===== config.mk =====
export PLATFORM = sky130hd
export DESIGN_NAME = prmf_ram
export DESIGN_NICKNAME = d
export VERILOG_FILES = /design/src/rtl/prmf_ram.sv
export SDC_FILE = /design/constraint.sdc
export NUM_CORES = 1
export LEC_CHECK = 0
export BUFFER_PORTS_ARGS = -buffer_cell sky130_fd_sc_hd__buf_2
export CORE_MARGIN = 2
export CORE_UTILIZATION = 55
export CTS_BUF_LIST = sky130_fd_sc_hd__clkbuf_4
export CTS_CLUSTER_DIAMETER = 40
export CTS_CLUSTER_SIZE = 40
export DETAILED_ROUTE_END_ITERATION = 16
export GPL_TIMING_DRIVEN = 0
export PLACE_DENSITY = 0.78
export SLEW_MARGIN = 0
export SYNTH_ARGS = -nofsm -noshare
export SYNTH_HDL_FRONTEND = slang
export SYNTH_SLANG_ARGS = --single-unit

===== constraint.sdc =====
create_clock -name clk -period 2 [get_ports clk]
set_clock_uncertainty 0.1 [all_clocks]
set_input_delay 0.3 -clock clk [delete_from_list [all_inputs] [get_ports clk]]
set_output_delay 0.3 -clock clk [all_outputs]
set_load 0.01 [all_outputs]

===== src/rtl/prmf_ram.sv =====
// Generic single-write, single-read synchronous RAM with registered read.
// No dependencies.
module prmf_ram #(
    parameter int WIDTH = 8,
    parameter int DEPTH = 16
) (
    input  logic                     clk,
    input  logic                     we,
    input  logic [$clog2(DEPTH)-1:0] waddr,
    input  logic [WIDTH-1:0]         wdata,
    input  logic [$clog2(DEPTH)-1:0] raddr,
    output logic [WIDTH-1:0]         rdata
);

    logic [WIDTH-1:0] mem [DEPTH];

    always_ff @(posedge clk)
    begin
        if (we)
        begin
            mem[waddr] <= wdata;
        end
        rdata <= mem[raddr];
    end

endmodule


==> flow_results.org <==
** Clocking
- Clock latency on the worst-skew pair, taken at its later pin, is 0.50 ns.
- In this run the deepest clock path goes through 2 buffers.
- Once the clock tree was built, the setup fixing pass inserted 0 buffers.
- Root Buffer :: sky130_fd_sc_hd__clkbuf_4
- TritonCTS built the clock tree.
- TritonCTS Buffers :: 17
- Clock-pin transition on the worst setup and hold timing paths :: 0.11 ns
- Number of buffers inserted for hold repair after clock tree synthesis :: 0
- Sink count of the clock tree :: 136
- CTS H-tree lvls :: 4
- Gates resized, CTS repair :: 0

** Worst setup path
- The worst setup path is captured at a flop.
- Data arrives at the worst endpoint at 1.91 ns.
- Largest fanout on the critical path :: 8
- Startpoint types :: input pin
- For the worst setup path, the data required time is 2.01 ns.
- In this run the register-to-register setup slack is 0.47 ns.
- CP cell instances :: buf_2, or3b_2, nor3_1
- Type of the worst setup path :: in2reg
- Cell with the largest stage delay on the worst path :: sky130_fd_sc_hd__nor3_1
- Crit path largest cell delay :: 0.96 ns

** Cells and area
- The library cell used most frequently in the layout, excluding fill and tap cells, is sky130_fd_sc_hd__edfxtp_1.
- From synthesis to final layout, the design area changed by 10.2%.
- Once layout is complete, the cells apart from fillers number 397.
- Measured on the finished design, the core utilization comes to 62.0%.
- Register Area :: 4000 µm²
- Nets :: 290
- Fraction of final layout cells sized beyond drive strength 1 :: 28.4%
- Most frequent cells in the layout :: sky130_fd_sc_hd__edfxtp_1, sky130_fd_sc_hd__buf_2, sky130_fd_sc_hd__clkbuf_4
- Area used by multi-input combinational logic :: 1060 µm²
- Number of filler instances in the final layout :: 637

** STA
- Number of max-slew violations in the final report :: 0
- For the pin with the worst max-slew slack, the measured transition is 1.26 ns.
- The tightest hold path in the finished design has a slack of 0.0847 ns.
- Achievable Freq :: 524 MHz
- Setup violations remaining at the end of the flow were counted as 0.
- Unrepaired setup endpoints after global routing :: false
- Hold Vio Cnt, Final :: 0
- Worst slew margin :: 15.4%
- The worst path uses 95.4% of the clock period.
- Setup total negative slack on the finished layout was measured at 0 ns.
- The smallest clock period supported by the final layout is computed as 1.91 ns.

** GRT
- Pin count of the biggest net entering global routing :: 17
- The initial antenna violation count is 1.
- The via count of the first global-routing pass was 2393.
- Total global routing track utilization :: 20.1%
- The first global-routing pass estimated 13800 µm of wire.
- Residual overflow from global routing :: 0

** Die
- Number of primary I/O pins :: 26
- For this configuration, the core starts out at a cell density of 56.2%.
- The floorplan step defined a core boundary enclosing 9150 µm².
- The die is 101 µm tall.
- Std-Cell Rows :: 35
- In this run the horizontal extent of the chip is 101 µm.
- Floorplan die area :: 10100 µm²

** Placed design
- After legalization and detailed placement, the total HPWL measured 5890 µm.
- Buffers placed on the I/O ports in this run total 24.
- Routability-driven placement finished with a final weighted congestion of 0.741.
- In this run, placement finished with an instance count of 364.

** Synthesis
- In this run the cell area of the synthesized design comes to 5150 µm².
- The synthesized design contains 136 register bits.
- Post-synth top area share :: 74.7%
- Number of warnings issued by yosys :: 0
- Synthesized instance count :: 229
- Register area share after synthesis :: 77.8%
- Top cells by area, synth :: sky130_fd_sc_hd__edfxtp_1, sky130_fd_sc_hd__mux4_2, sky130_fd_sc_hd__mux4_1, sky130_fd_sc_hd__dfxtp_1, sky130_fd_sc_hd__a22oi_1
- Counting every net in the synthesized netlist gives 247.
- Summed over all instances, the cell type with the most area after synthesis is sky130_fd_sc_hd__edfxtp_1.
- Cell variety after synth :: 19
- Syn avg cell area :: 22.5 µm²

** Detailed routing
- Number of nets still failing antenna checks after routing :: 0
- Detailed-route via count :: 2418
- Remaining design rule violation count :: 0
- Post-Route WL :: 9180 µm
- For this run, the detailed router's first-pass iteration total came to 5.
- After detailed routing, the number of vias per cell comes to 6.09.
- Dividing the detail-routed wire length by the instance count gives 23.1 µm.
- In this run, the number of DRC markers left after iteration 0 of detailed routing was 359.

** Worst hold path
- In this run the worst hold path is classified as in2reg.

** Power and ir drop
- Worst VDD drop :: 0.000575 V
- Static Leak :: 1.89 nW
- Total power per unit cell area :: 911 nW/µm²

** Flow run
- The tool flagged a number of max-cap violations equal to 0.

** Run status
- The run finished with clean final reports.
worst max-delay path, delay by kind of cell:
family                 cells  cell delay [ns]
buffers and inverters      1             0.12
AND/OR/NAND/NOR            2             1.50
routing by layer:
layer  track usage, %  part of all wire [%]  up-vias
li1                 -                     -     1064
met1             27.6                    43     1265
met2             31.2                    50       85
met3             5.62                   6.2        4
met4             7.59                  0.79        0
met5                0                     0        -
cells in the mapped netlist, drive strengths merged:
cell type	n
a22oi	16
and2	1
and2b	1
buf	7
clkdlybuf4s25	3
dfxtp	8
edfxtp	128
mux4	32
nand2	9
nand2b	2
nand3	1
nand3b	2
nor2	13
nor2b	1
nor3	4
or3b	1
sequential cells by signal, indices dropped and copies added (netlist names):
name and count:
mem 128, rdata 8
logic make-up after synthesis:
family                 Yosys count  synth area share [%]
AOI/OAI and AO/OA               16                  2.33
buffers and inverters           10                  1.68
DFF                            136                  77.8
muxes                           32                  15.0
and+or+nand+nor                 35                  3.18
layout make-up:
cell class | instances | share of cell area [%]
plain buffers | 10 | 1.52
well taps | 111 | 2.45
clock inverters | 8 | 1.50
multi-input cells | 83 | 18.6
flip-flops and latches | 136 | 70.6
diodes | 1 | 0.0441
clock buffers | 24 | 3.18
repair buffers | 24 | 2.12
stage by stage:
step | area (µm²) | power (W) | worst slack, ns
after floorplan | 5150 | 0.00343 | 0.107
after global placement | 5410 | 0.00355 | -0.435
after detailed placement | 5410 | 0.00357 | -0.484
after CTS | 5670 | 0.00521 | 0.0673
after global routing | 5670 | 0.00537 | 0.0509
final | 5670 | 0.00517 | 0.0917
path summary, 6_finish.rpt:
check | startpoint | to | cells after the start
setup / recovery | waddr[2] | mem[0][0] | 3
hold / removal | wdata[6] | mem[7][6] | 1
setup reg to reg | mem[5][0] | rdata[0] | 3
hold reg to reg | mem[11][0] | rdata[0] | 3
power by group:
part	total, W	internal [W]	switching, W
registers	0.00319	0.00318	0.0000141
clock network	0.00167	0.000822	0.000853
logic	0.000303	0.000126	0.000176
(Power assumes the default switching activity.)
