<file path="config.mk">
export PLATFORM = sky130hd
export DESIGN_NAME = prmf_active
export DESIGN_NICKNAME = d
export VERILOG_FILES = /design/src/rtl/prmf_pkg.sv /design/src/rtl/prmf_active.sv
export SDC_FILE = /design/constraint.sdc
export NUM_CORES = 1
export LEC_CHECK = 0
export ABC_AREA = 1
export BUFFER_PORTS_ARGS = -buffer_cell sky130_fd_sc_hd__buf_2
export CORE_MARGIN = 2
export CORE_UTILIZATION = 52
export CTS_CLUSTER_SIZE = 8
export DETAILED_ROUTE_END_ITERATION = 8
export GPL_ROUTABILITY_DRIVEN = 0
export PLACE_DENSITY = 0.78
export SLEW_MARGIN = 25
export SYNTH_ARGS = -nofsm -noshare
export SYNTH_HDL_FRONTEND = slang
export SYNTH_SLANG_ARGS = --single-unit
</file>
<file path="constraint.sdc">
create_clock -name clk -period 7.53 [get_ports clk]
set_input_delay 0.3765 -clock clk [delete_from_list [all_inputs] [get_ports clk]]
set_output_delay 0.3765 -clock clk [all_outputs]
set_load 0.05 [all_outputs]
</file>
<file path="src/rtl/prmf_pkg.sv">
// Shared constants and types for the push-relabel max-flow block.
// No dependencies; imported by prmf_active, push_relabel_max_flow and the testbench.
package prmf_pkg;

    localparam int NODE_BITS = 6;
    localparam int MAX_NODES = 1 << NODE_BITS;
    localparam int REG_BITS  = 7;
    localparam int CAP_BITS  = 16;
    localparam int RES_BITS  = CAP_BITS + 1;
    localparam int HGT_BITS  = 7;
    localparam int EXC_BITS  = 23;
    localparam int FLOW_BITS = 22;
    localparam int ADDR_BITS = 2 * NODE_BITS;
    localparam int MEM_DEPTH = 1 << ADDR_BITS;
    localparam int CNT_BITS  = ADDR_BITS + 1;

    // Configuration register indexes
    localparam logic [1:0] REG_NODE_COUNT  = 2'd0;
    localparam logic [1:0] REG_SOURCE_NODE = 2'd1;
    localparam logic [1:0] REG_SINK_NODE   = 2'd2;

    // Control of the active-node set
    typedef struct packed {
        logic                 clear_all;
        logic                 set_en;
        logic [NODE_BITS-1:0] set_idx;
        logic                 clr_en;
        logic [NODE_BITS-1:0] clr_idx;
    } act_ctrl_t;

    typedef struct packed {
        logic                 any;
        logic [NODE_BITS-1:0] first;
    } act_stat_t;

endpackage

</file>
<file path="src/rtl/prmf_active.sv">
// Active-node set: one flag per node, lowest-numbered active node reported.
// Depends on prmf_pkg.
module prmf_active (
    input  logic                clk,
    input  logic                rst_n,
    input  prmf_pkg::act_ctrl_t ctrl,
    output prmf_pkg::act_stat_t stat
);
    import prmf_pkg::*;

    logic [MAX_NODES-1:0] act_reg;
    logic [MAX_NODES-1:0] act_next;

    // set/clear updates
    always_comb
    begin
        act_next = act_reg;
        if (ctrl.clr_en)
        begin
            act_next[ctrl.clr_idx] = 1'b0;
        end
        if (ctrl.set_en)
        begin
            act_next[ctrl.set_idx] = 1'b1;
        end
        if (ctrl.clear_all)
        begin
            act_next = '0;
        end
    end

    always_ff @(posedge clk or negedge rst_n)
    begin
        if (!rst_n)
        begin
            act_reg <= '0;
        end
        else
        begin
            act_reg <= act_next;
        end
    end

    // priority encoder, lowest index wins
    always_comb
    begin
        stat.any   = |act_reg;
        stat.first = '0;
        for (int i = MAX_NODES - 1; i >= 0; i--)
        begin
            if (act_reg[i])
            begin
                stat.first = NODE_BITS'(i);
            end
        end
    end

endmodule

</file>
==> flow_summary.toml, run 1 <==
[die]
dieHeight_um = 89.99
die_w_um = 89.99
start_util_pct = 53.30
row_count = 31
core_mm2 = 0.007214
die_area_mm2 = 0.008098
num_io_pins = 24

[cts]
cts-hold-fix-buffers = 0
postCtsSetupBuffers = 0
cts_made_buffers = 9
cts_tree = "yes"
cts_buffer_depth = 2
h-tree-depth = 3
cts-root-buf = "clkbuf_8"
ctsResizeCount = 0
insertion_delay_ps = 350
clk_pin_slew_ps = 70
cts.sinks = 64

[logic_synthesis]
syn_area_mm2 = 0.003845
synth-seq-area-share_pct = 41.65
async_flop_share_pct = 100.0
synth_seq_cells = 64
synthesis.nets = 578
synth_top_area_cell = "dfrtp_1"
synthFlopType = "dfrtp_1"
syn_avg_cell_area_um2 = 6.854
yosys-top-cells-area = "dfrtp_1 42%, nand2_1 16%, a21oi_1 8.7%, o21ai_0 8.3%, inv_1 7.6%"
synth-edff-count = 0
netlist_instances = 561
synth_cell_type_count = 22
yosysWarnings = 0
synth_top_area_share_pct = 41.65

[worst_setup_path]
worst-endpoint-required_ps = 7150
crit_fanout = 3
arrival_ps = 4090
crit_type = "reg2out"
end_kind = "primary output"
slowest_delay_ps = 390
crit_slowest_cell = "dfrtp_1"
cp_common_cell = "nand2_1"
critPathLaunchType = "flip-flop"

[final_layout]
drive_gt1_share_pct = 9.847
layout.area.seq_mm2 = 0.001602
diodes = 0
nets = 602
multiInputGateArea_mm2 = 0.001866
area_delta_synth_final_pct = 12.59
utilization_pct = 60.01
largest_reg_flops = 64
nFillCells = 710

[route]
drtPass1Iterations = 5
vias = 3908
drc_errors = 0
wl_per_cell_um = 16.48
via_per_inst = 5.680
drt_wl_total_um = 11340
drt_iter0_drc = 407
ant_nets = 0

[global_routing]
grt-ovfl-total = 0
grt_pass1_vias = 3680
grt_first_pass_wirelength_um = 18680
grt_max_degree = 65
antenna_found_initial = 0
grt.total_usage_pct = 29.37

[worst_hold_path]
hp-class = "in2async"

[pwr]
switching_share_pct = 30.78
cellPowerDensity_mw_per_mm2 = 178.4
p_seq_share_pct = 45.0
internal-power_uw = 534.7
peakVddDrop_mv = 0.1250
p_switching_uw = 237.8
power_frac_clock_pct = 38.2
pwr-share-comb_pct = 16.8
leakagePower_nw = 2.015

[sta]
relSlewSlack_pct = 21.68
hold_viol = 0
fin_crit_ps = 4466
skew_ps = 0
finalSetupTns_ps = 0
drv_slew = 0
max_freq_mhz = 223.9
fin_crit_sh_pct = 59.32
setup_viol = 0
worstMarginPinSlew_ps = 1165
rsz0062_at_grt = "no"

[status]
status = "completed"

[flow_run]
cap_violations = 0

[place]
port_buffers = 23
dp_hpwl_um = 7493
routing by layer:
layer  global-route usage [%]  part of all wire (%)  vias up  wire length, um
li1                         -                     -     1860                -
met1                    38.69                    41     1819             4622
met2                    47.10                    47      187             5303
met3                    4.443                   8.2       42              935
met4                    15.64                   4.2        0              474
met5                        0                     0        -                0
final cells by class:
cell class              count  share of cell area (%)
repair buffers             24                   2.890
clock buffers              11                   3.266
multi-input cells         398                   43.09
inverters                  88                   9.855
clock inverters             4                   1.040
flip-flops and latches     64                   36.99
well taps                  99                   2.861
worst max-delay path: cells and delay by family (launching register included):
kind,cells,cell delay [ps]
DFF,1,390
and+or+nand+nor,61,2950
AOI/OAI and AO/OA,1,110
buffers and inverters,2,330
cells in the mapped netlist (3+ instances only):
cell type	number
nor3_1	17
o21ai_0	64
nor2_1	43
nand4_1	10
nor4_1	11
inv_1	78
clkbuf_1	10
nand3_1	12
bufinv_8	7
a21oi_1	67
dfrtp_1	64
inv_2	3
nand2_1	166
metrics by stage:
stage          hold WS [ps]  instances  power [mW]  instance area [um^2]  setup WS, ps
6_report              206.7        688      0.7724                  4329          3064
5_1_grt               288.0        688      0.7967                  4329          2438
4_1_cts               247.5        688      0.7678                  4298          3005
3_5_place_dp          551.9        673      0.4800                  4111          3399
3_3_place_gp          530.2        673      0.4771                  4100          3470
2_1_floorplan         80.91        561      0.4374                  3845          3700
power groups by stage:
stage                     combinational [mW]  clock, mW  sequential (mW)
after floorplan                       0.0834          0            0.354
after global placement                 0.123          0            0.354
after detailed placement               0.125          0            0.355
after CTS                              0.126      0.293            0.348
after global routing                   0.142      0.306            0.348
final                                  0.130      0.295            0.348
layout by cell type (no fill, tap or decap), types with 2 or more instances in the layout:
cell	Yosys	layout
clkbuf_8	0	10
nor2_1	43	43
inv_1	78	78
buf_4	0	2
bufinv_8	7	7
nand2_1	166	166
dfrtp_1	64	64
nand4_1	10	10
o21ai_0	64	64
a21oi_1	67	67
nor4_2	0	4
nor4_1	11	3
nand3_1	12	12
nor4_4	0	4
inv_2	3	3
clkinv_2	0	3
buf_2	0	22
nor3_1	17	16
logic make-up (layout without fill, tap and decap cells):
family / count (synthesis) / in the layout / synth area share, %
compound gates: 139 / 139 / 18.58
buf+inv: 99 / 127 / 12.17
flops: 64 / 64 / 41.65
simple gates: 259 / 259 / 27.60
path summary, 6_finish.rpt:
kind                       slack [ps]  cells after the start        start     endpoint
max                              3060                     64  act_reg[62]      stat[0]
min                               210                      2        rst_n  act_reg[63]
max reg2reg                      6730                      2  act_reg[53]  act_reg[53]
min reg2reg                       570                      2  act_reg[55]  act_reg[55]
max in group asynchronous        6780                      2        rst_n  act_reg[30]
min in group clk                  410                      3      ctrl[9]  act_reg[61]
(Power assumes the default switching activity.)
==> run 2: changes to the inputs <==
--- a/config.mk
+++ b/config.mk
@@ -12,7 +12,7 @@
 export CTS_CLUSTER_SIZE = 8
 export DETAILED_ROUTE_END_ITERATION = 8
 export GPL_ROUTABILITY_DRIVEN = 0
-export PLACE_DENSITY = 0.78
+export PLACE_DENSITY = 0.81
 export SLEW_MARGIN = 25
 export SYNTH_ARGS = -nofsm -noshare
 export SYNTH_HDL_FRONTEND = slang
==> constraint.sdc (replaced) <==
create_clock -name clk -period 3.8 [get_ports clk]
set_input_delay 0.19 -clock clk [delete_from_list [all_inputs] [get_ports clk]]
set_output_delay 0.19 -clock clk [all_outputs]
set_load 0.05 [all_outputs]
==> run 2 against run 1 <==
  * Critical path type unchanged
  * Sequential power increased by 98%
  * Register-to-register slack got worse by 3800 ps
  * Power increased by 100%
  * First-iteration DRC count increased by 1.2%
  * Highest routed layer unchanged
  * Final cell count increased by 1.5%
  * The flow now finishes with violations (setup timing)
  * Cell area increased by 2.3%
  * Via count increased by 1.5%
==> flow_summary.toml, run 2 (same netlist as run 1, synthesis figures left out) <==
[die]
row_count = 31
die_area_mm2 = 0.008098
start_util_pct = 53.30
num_io_pins = 24
core_mm2 = 0.007214
die_w_um = 89.99
dieHeight_um = 89.99

[status]
violations = "setup timing"
status = "finished, violations left"

[pwr]
leakagePower_nw = 2.074
peakVddDrop_mv = 0.2382
total_power_mw = 1.548
cellPowerDensity_mw_per_mm2 = 349.4

[place]
post_dp_cell_area_mm2 = 0.004188
dp_hpwl_um = 7558
dp_cells = 680
port_buffers = 23

[cts]
cts_tree = "yes"
cts_made_buffers = 9
clk_pin_slew_ps = 70
cts-root-buf = "clkbuf_8"
cts.sinks = 64
insertion_delay_ps = 350
cts_buffer_depth = 2
h-tree-depth = 3

[route]
ant_nets = 0
wl_per_cell_um = 16.14
drt_iter0_drc = 412
drt_wl_total_um = 11270
drtPass1Iterations = 6
vias = 3967
drc_errors = 0
via_per_inst = 5.683

[sta]
max_freq_mhz = 239.9
worstMarginPinSlew_ps = 1007
hold_viol = 0
setup_viol = 1
rsz0062_at_grt = "yes"
setup_slack_ps = -368.8
skew_ps = 0
fin_crit_ps = 4169
drv_slew = 0
finalSetupTns_ps = -368.8
fin_crit_sh_pct = 109.7
relSlewSlack_pct = 32.33

[final_layout]
final_common_cell = "nand2_1"
area_delta_synth_final_pct = 15.23
largest_reg_flops = 64
nets = 611
final_cell_area_mm2 = 0.004431
final_cells = 698
nFillCells = 649
final_cell_mix = "166 x nand2_1, 78 x inv_1, 67 x a21oi_1"
diodes = 0
drive_gt1_share_pct = 11.19

[global_routing]
grt_first_pass_wirelength_um = 18200
grt_max_degree = 65
grt.total_usage_pct = 28.87
antenna_found_initial = 0
grt_pass1_vias = 3683
grt-ovfl-total = 0

[flow_run]
cap_violations = 0

[worst_setup_path]
slowest_delay_ps = 390
crit_fanout = 2
critPathLaunchType = "flip-flop"
crit_type = "reg2out"
end_kind = "primary output"
crit_slowest_cell = "dfrtp_1"
cp_common_cell = "nand2_1"
worst-endpoint-required_ps = 3610
arrival_ps = 3980

[worst_hold_path]
hp-class = "in2reg"
run 2: worst paths after layout:
check | startpoint | endpoint | slack (ps) | cells past startpoint
min | ctrl[9] | act_reg[61] | 210 | 3
max | act_reg[62] | stat[0] | -370 | 64
max reg2reg | act_reg[58] | act_reg[58] | 2900 | 3
min in group asynchronous | rst_n | act_reg[60] | 330 | 2
min reg2reg | act_reg[55] | act_reg[55] | 550 | 2
max in group asynchronous | rst_n | act_reg[53] | 2850 | 3
run 2: repair_timing:
| action | 4_1_cts | 5_1_grt |
|---|---|---|
| setup endpoints to repair | 1 | 2 |
| buffers inserted | 1 | 0 |
| endpoints found under the hold margin | 17 | 0 |
| resized for setup | 2 | 0 |
| hold buffers | 1 | 0 |
run 2: per-layer routing:
layer	vias to the layer above	part of all wire, %	track usage (%)
met5	-	0	0
met4	0	5.3	16.54
met3	51	9.2	5.448
met2	211	47	45.33
met1	1819	39	37.68
li1	1886	-	-
run 2: power by group:
group,switching (mW),internal (mW),leakage (nW),total [mW]
clock network,0.279,0.317,0.106,0.596
logic,0.198,0.0656,1.08,0.263
registers,0.00375,0.686,0.893,0.689
total,0.480,1.07,2.07,1.55
run 2: worst max-delay path: cells and delay by family (launching register included):
kind	cells	cell delay [ps]
and+or+nand+nor	61	2860
AOI/OAI and AO/OA	1	130
buffers and inverters	2	230
DFF	1	390
run 2: cell type report:
type | instances | area [um^2] | share of cell area [%]
Clock buffer | 10 | 137.6 | 3.106
Tap cell | 99 | 123.9 | 2.796
Sequential cell | 64 | 1602 | 36.15
Inverter | 88 | 426.7 | 9.630
Clock inverter | 6 | 58.81 | 1.327
Timing Repair Buffer | 33 | 214.0 | 4.829
Multi-Input combinational cell | 398 | 1868 | 42.16
run 2: per-stage QoR:
| step | utilization [%] | hold slack [ps] | worst slack (ps) |
|---|---|---|---|
| floorplan | - | -105.6 | 156.2 |
| global placement | 57.37 | 428.0 | -37.74 |
| detailed placement | 58.05 | 162.8 | -47.41 |
| CTS | 61.10 | 206.6 | -354.9 |
| global route | 61.41 | 239.4 | -993.5 |
| finish | 61.41 | 214.9 | -368.8 |
==> run 3: changes to the inputs <==
--- a/config.mk
+++ b/config.mk
@@ -12,7 +12,7 @@
 export CTS_CLUSTER_SIZE = 8
 export DETAILED_ROUTE_END_ITERATION = 8
 export GPL_ROUTABILITY_DRIVEN = 0
-export PLACE_DENSITY = 0.81
+export PLACE_DENSITY = 0.73
 export SLEW_MARGIN = 25
 export SYNTH_ARGS = -nofsm -noshare
 export SYNTH_HDL_FRONTEND = slang
==> run 3 against run 2 <==
  * The run still ends with setup timing left
  * Final cell count fell by 0.14%
  * Non-clock buffer count decreased by 1
  * Register-to-register slack gained 60 ps
  * Via count shrank 2.2%
  * Count of clock-buffer cells in the layout grew 1
  * Worst setup slack lost 70 ps
  * Die area unchanged
  * Hold slack better by 10 ps
  * Sequential cell count unchanged
  * Global-route usage increased by 0.37 points
  * Sequential power about the same
  * First-iteration DRC count decreased by 7.3%
==> flow_summary.toml, run 3 (same netlist as run 1, synthesis figures left out) <==
[place]
dp_hpwl_um = 7664
port_buffers = 23
dp_cells = 679

[die]
row_count = 31
die_w_um = 89.99
num_io_pins = 24
die_area_mm2 = 0.008098
core_mm2 = 0.007214
start_util_pct = 53.30
dieHeight_um = 89.99

[worst_setup_path]
end_kind = "primary output"
critPathLaunchType = "flip-flop"
r2r_end = "act_reg[60]"
crit_slowest_cell = "dfrtp_1"
r2r-start = "act_reg[60]"
worst-endpoint-required_ps = 3610
crit_fanout = 2
ff2ff_path_depth = 3
slowest_delay_ps = 380
r2r_setup_slack_ps = 2960
crit_type = "reg2out"
arrival_ps = 4050
cp_common_cell = "nand2_1"

[cts]
insertion_delay_ps = 350
clk_pin_slew_ps = 70
cts-root-buf = "clkbuf_8"
cts_made_buffers = 9
cts_tree = "yes"
h-tree-depth = 3
cts_buffer_depth = 2
cts.sinks = 64

[sta]
skew_ps = 0
fin_crit_sh_pct = 111.5
drv_slew = 0
worstMarginPinSlew_ps = 1148
fin_crit_ps = 4238
rsz0062_at_grt = "yes"
setup_viol = 1
max_freq_mhz = 235.9
setup_slack_ps = -438.3
hold_viol = 0
relSlewSlack_pct = 22.84

[final_layout]
drive_gt1_share_pct = 11.04
final_cell_mix = "166 x nand2_1, 78 x inv_1, 67 x a21oi_1"
final_common_cell = "nand2_1"
largest_reg_flops = 64
area_delta_synth_final_pct = 13.86
nets = 610
nFillCells = 700
final_cells = 697
diodes = 0

[global_routing]
grt_max_degree = 43
grt-ovfl-total = 0
antenna_found_initial = 0
grt_first_pass_wirelength_um = 18350
grt_pass1_vias = 3769
grt.total_usage_pct = 29.24

[flow_run]
cap_violations = 0

[pwr]
peakVddDrop_mv = 0.2119
cellPowerDensity_mw_per_mm2 = 341.9
leakagePower_nw = 2.049
total_power_mw = 1.497

[status]
violations = "setup timing"
status = "finished, violations left"

[route]
drt_wl_total_um = 11380
drtPass1Iterations = 5
ant_nets = 0
wl_per_cell_um = 16.32
via_per_inst = 5.568
vias = 3881
drc_errors = 0
drt_iter0_drc = 382

[worst_hold_path]
worstHoldStart = "ctrl[9]"
worstHoldPathCells = 3
min_to = "act_reg[60]"
hp-class = "in2reg"
==> run 3: power by group <==
| group | switching (mW) | internal (mW) | total [mW] | leakage, nW |
|---|---|---|---|---|
| Clock | 0.280 | 0.270 | 0.550 | 0.0951 |
| Combinational | 0.195 | 0.0631 | 0.258 | 1.06 |
| Sequential | 0.00366 | 0.686 | 0.689 | 0.893 |
==> run 3: worst max-delay path by stage <==
stage	start	endpoint	slack, ps	cells after the start
2_1_floorplan	act_reg[62]	stat[0]	160	63
3_3_place_gp	act_reg[62]	stat[0]	-70	64
3_5_place_dp	act_reg[62]	stat[0]	-110	64
4_1_cts	act_reg[62]	stat[0]	-440	64
5_1_grt	act_reg[62]	stat[0]	-1150	64
6_report	act_reg[62]	stat[0]	-440	64
==> run 3: through the flow <==
stage	util [%]	instance area (um^2)	hold WS, ps	setup WS (ps)	TNS [ps]
final	60.68	4378	224.9	-438.3	-438.3
after floorplan	-	3845	-105.6	156.2	0
after CTS	60.56	4369	217.3	-442.7	-442.7
after detailed placement	57.70	4163	269.8	-106.2	-106.2
after global placement	57.46	4145	273.7	-65.13	-65.13
after global routing	60.68	4378	251.0	-1151	-1263
==> run 3: routing by layer <==
layer | GRT usage, % | vias to the layer above | share of wire [%]
met5 | 0 | - | 0
met4 | 13.97 | 0 | 3.3
met1 | 38.63 | 1826 | 42
met3 | 4.023 | 31 | 7.3
li1 | - | 1884 | -
met2 | 47.85 | 140 | 47
==> run 3: final cells by class <==
class / count / area (um^2) / area share [%]
clock inverter: 5 / 31.28 / 0.7145
tap: 99 / 123.9 / 2.829
inverter: 88 / 426.7 / 9.746
clock buffer: 11 / 151.4 / 3.458
timing repair buffer: 32 / 191.4 / 4.373
multi-input combinational: 398 / 1852 / 42.30
sequential: 64 / 1602 / 36.58
==> run 3: worst max-delay path: cells and delay by family, from the launching register on <==
family	cells	cell delay, ps
AO/OA/AOI/OAI	1	140
AND/OR/NAND/NOR	61	2940
flip-flops	1	380
buffers and inverters	2	220
==> run 3: repair_timing <==
action	in CTS	in global routing
hold buffers	1	0
endpoints found under the setup margin	1	2
resized for setup	2	0
buffers inserted	1	0
pin swaps	0	0
endpoints found under the hold margin	28	0
cloned	0	0
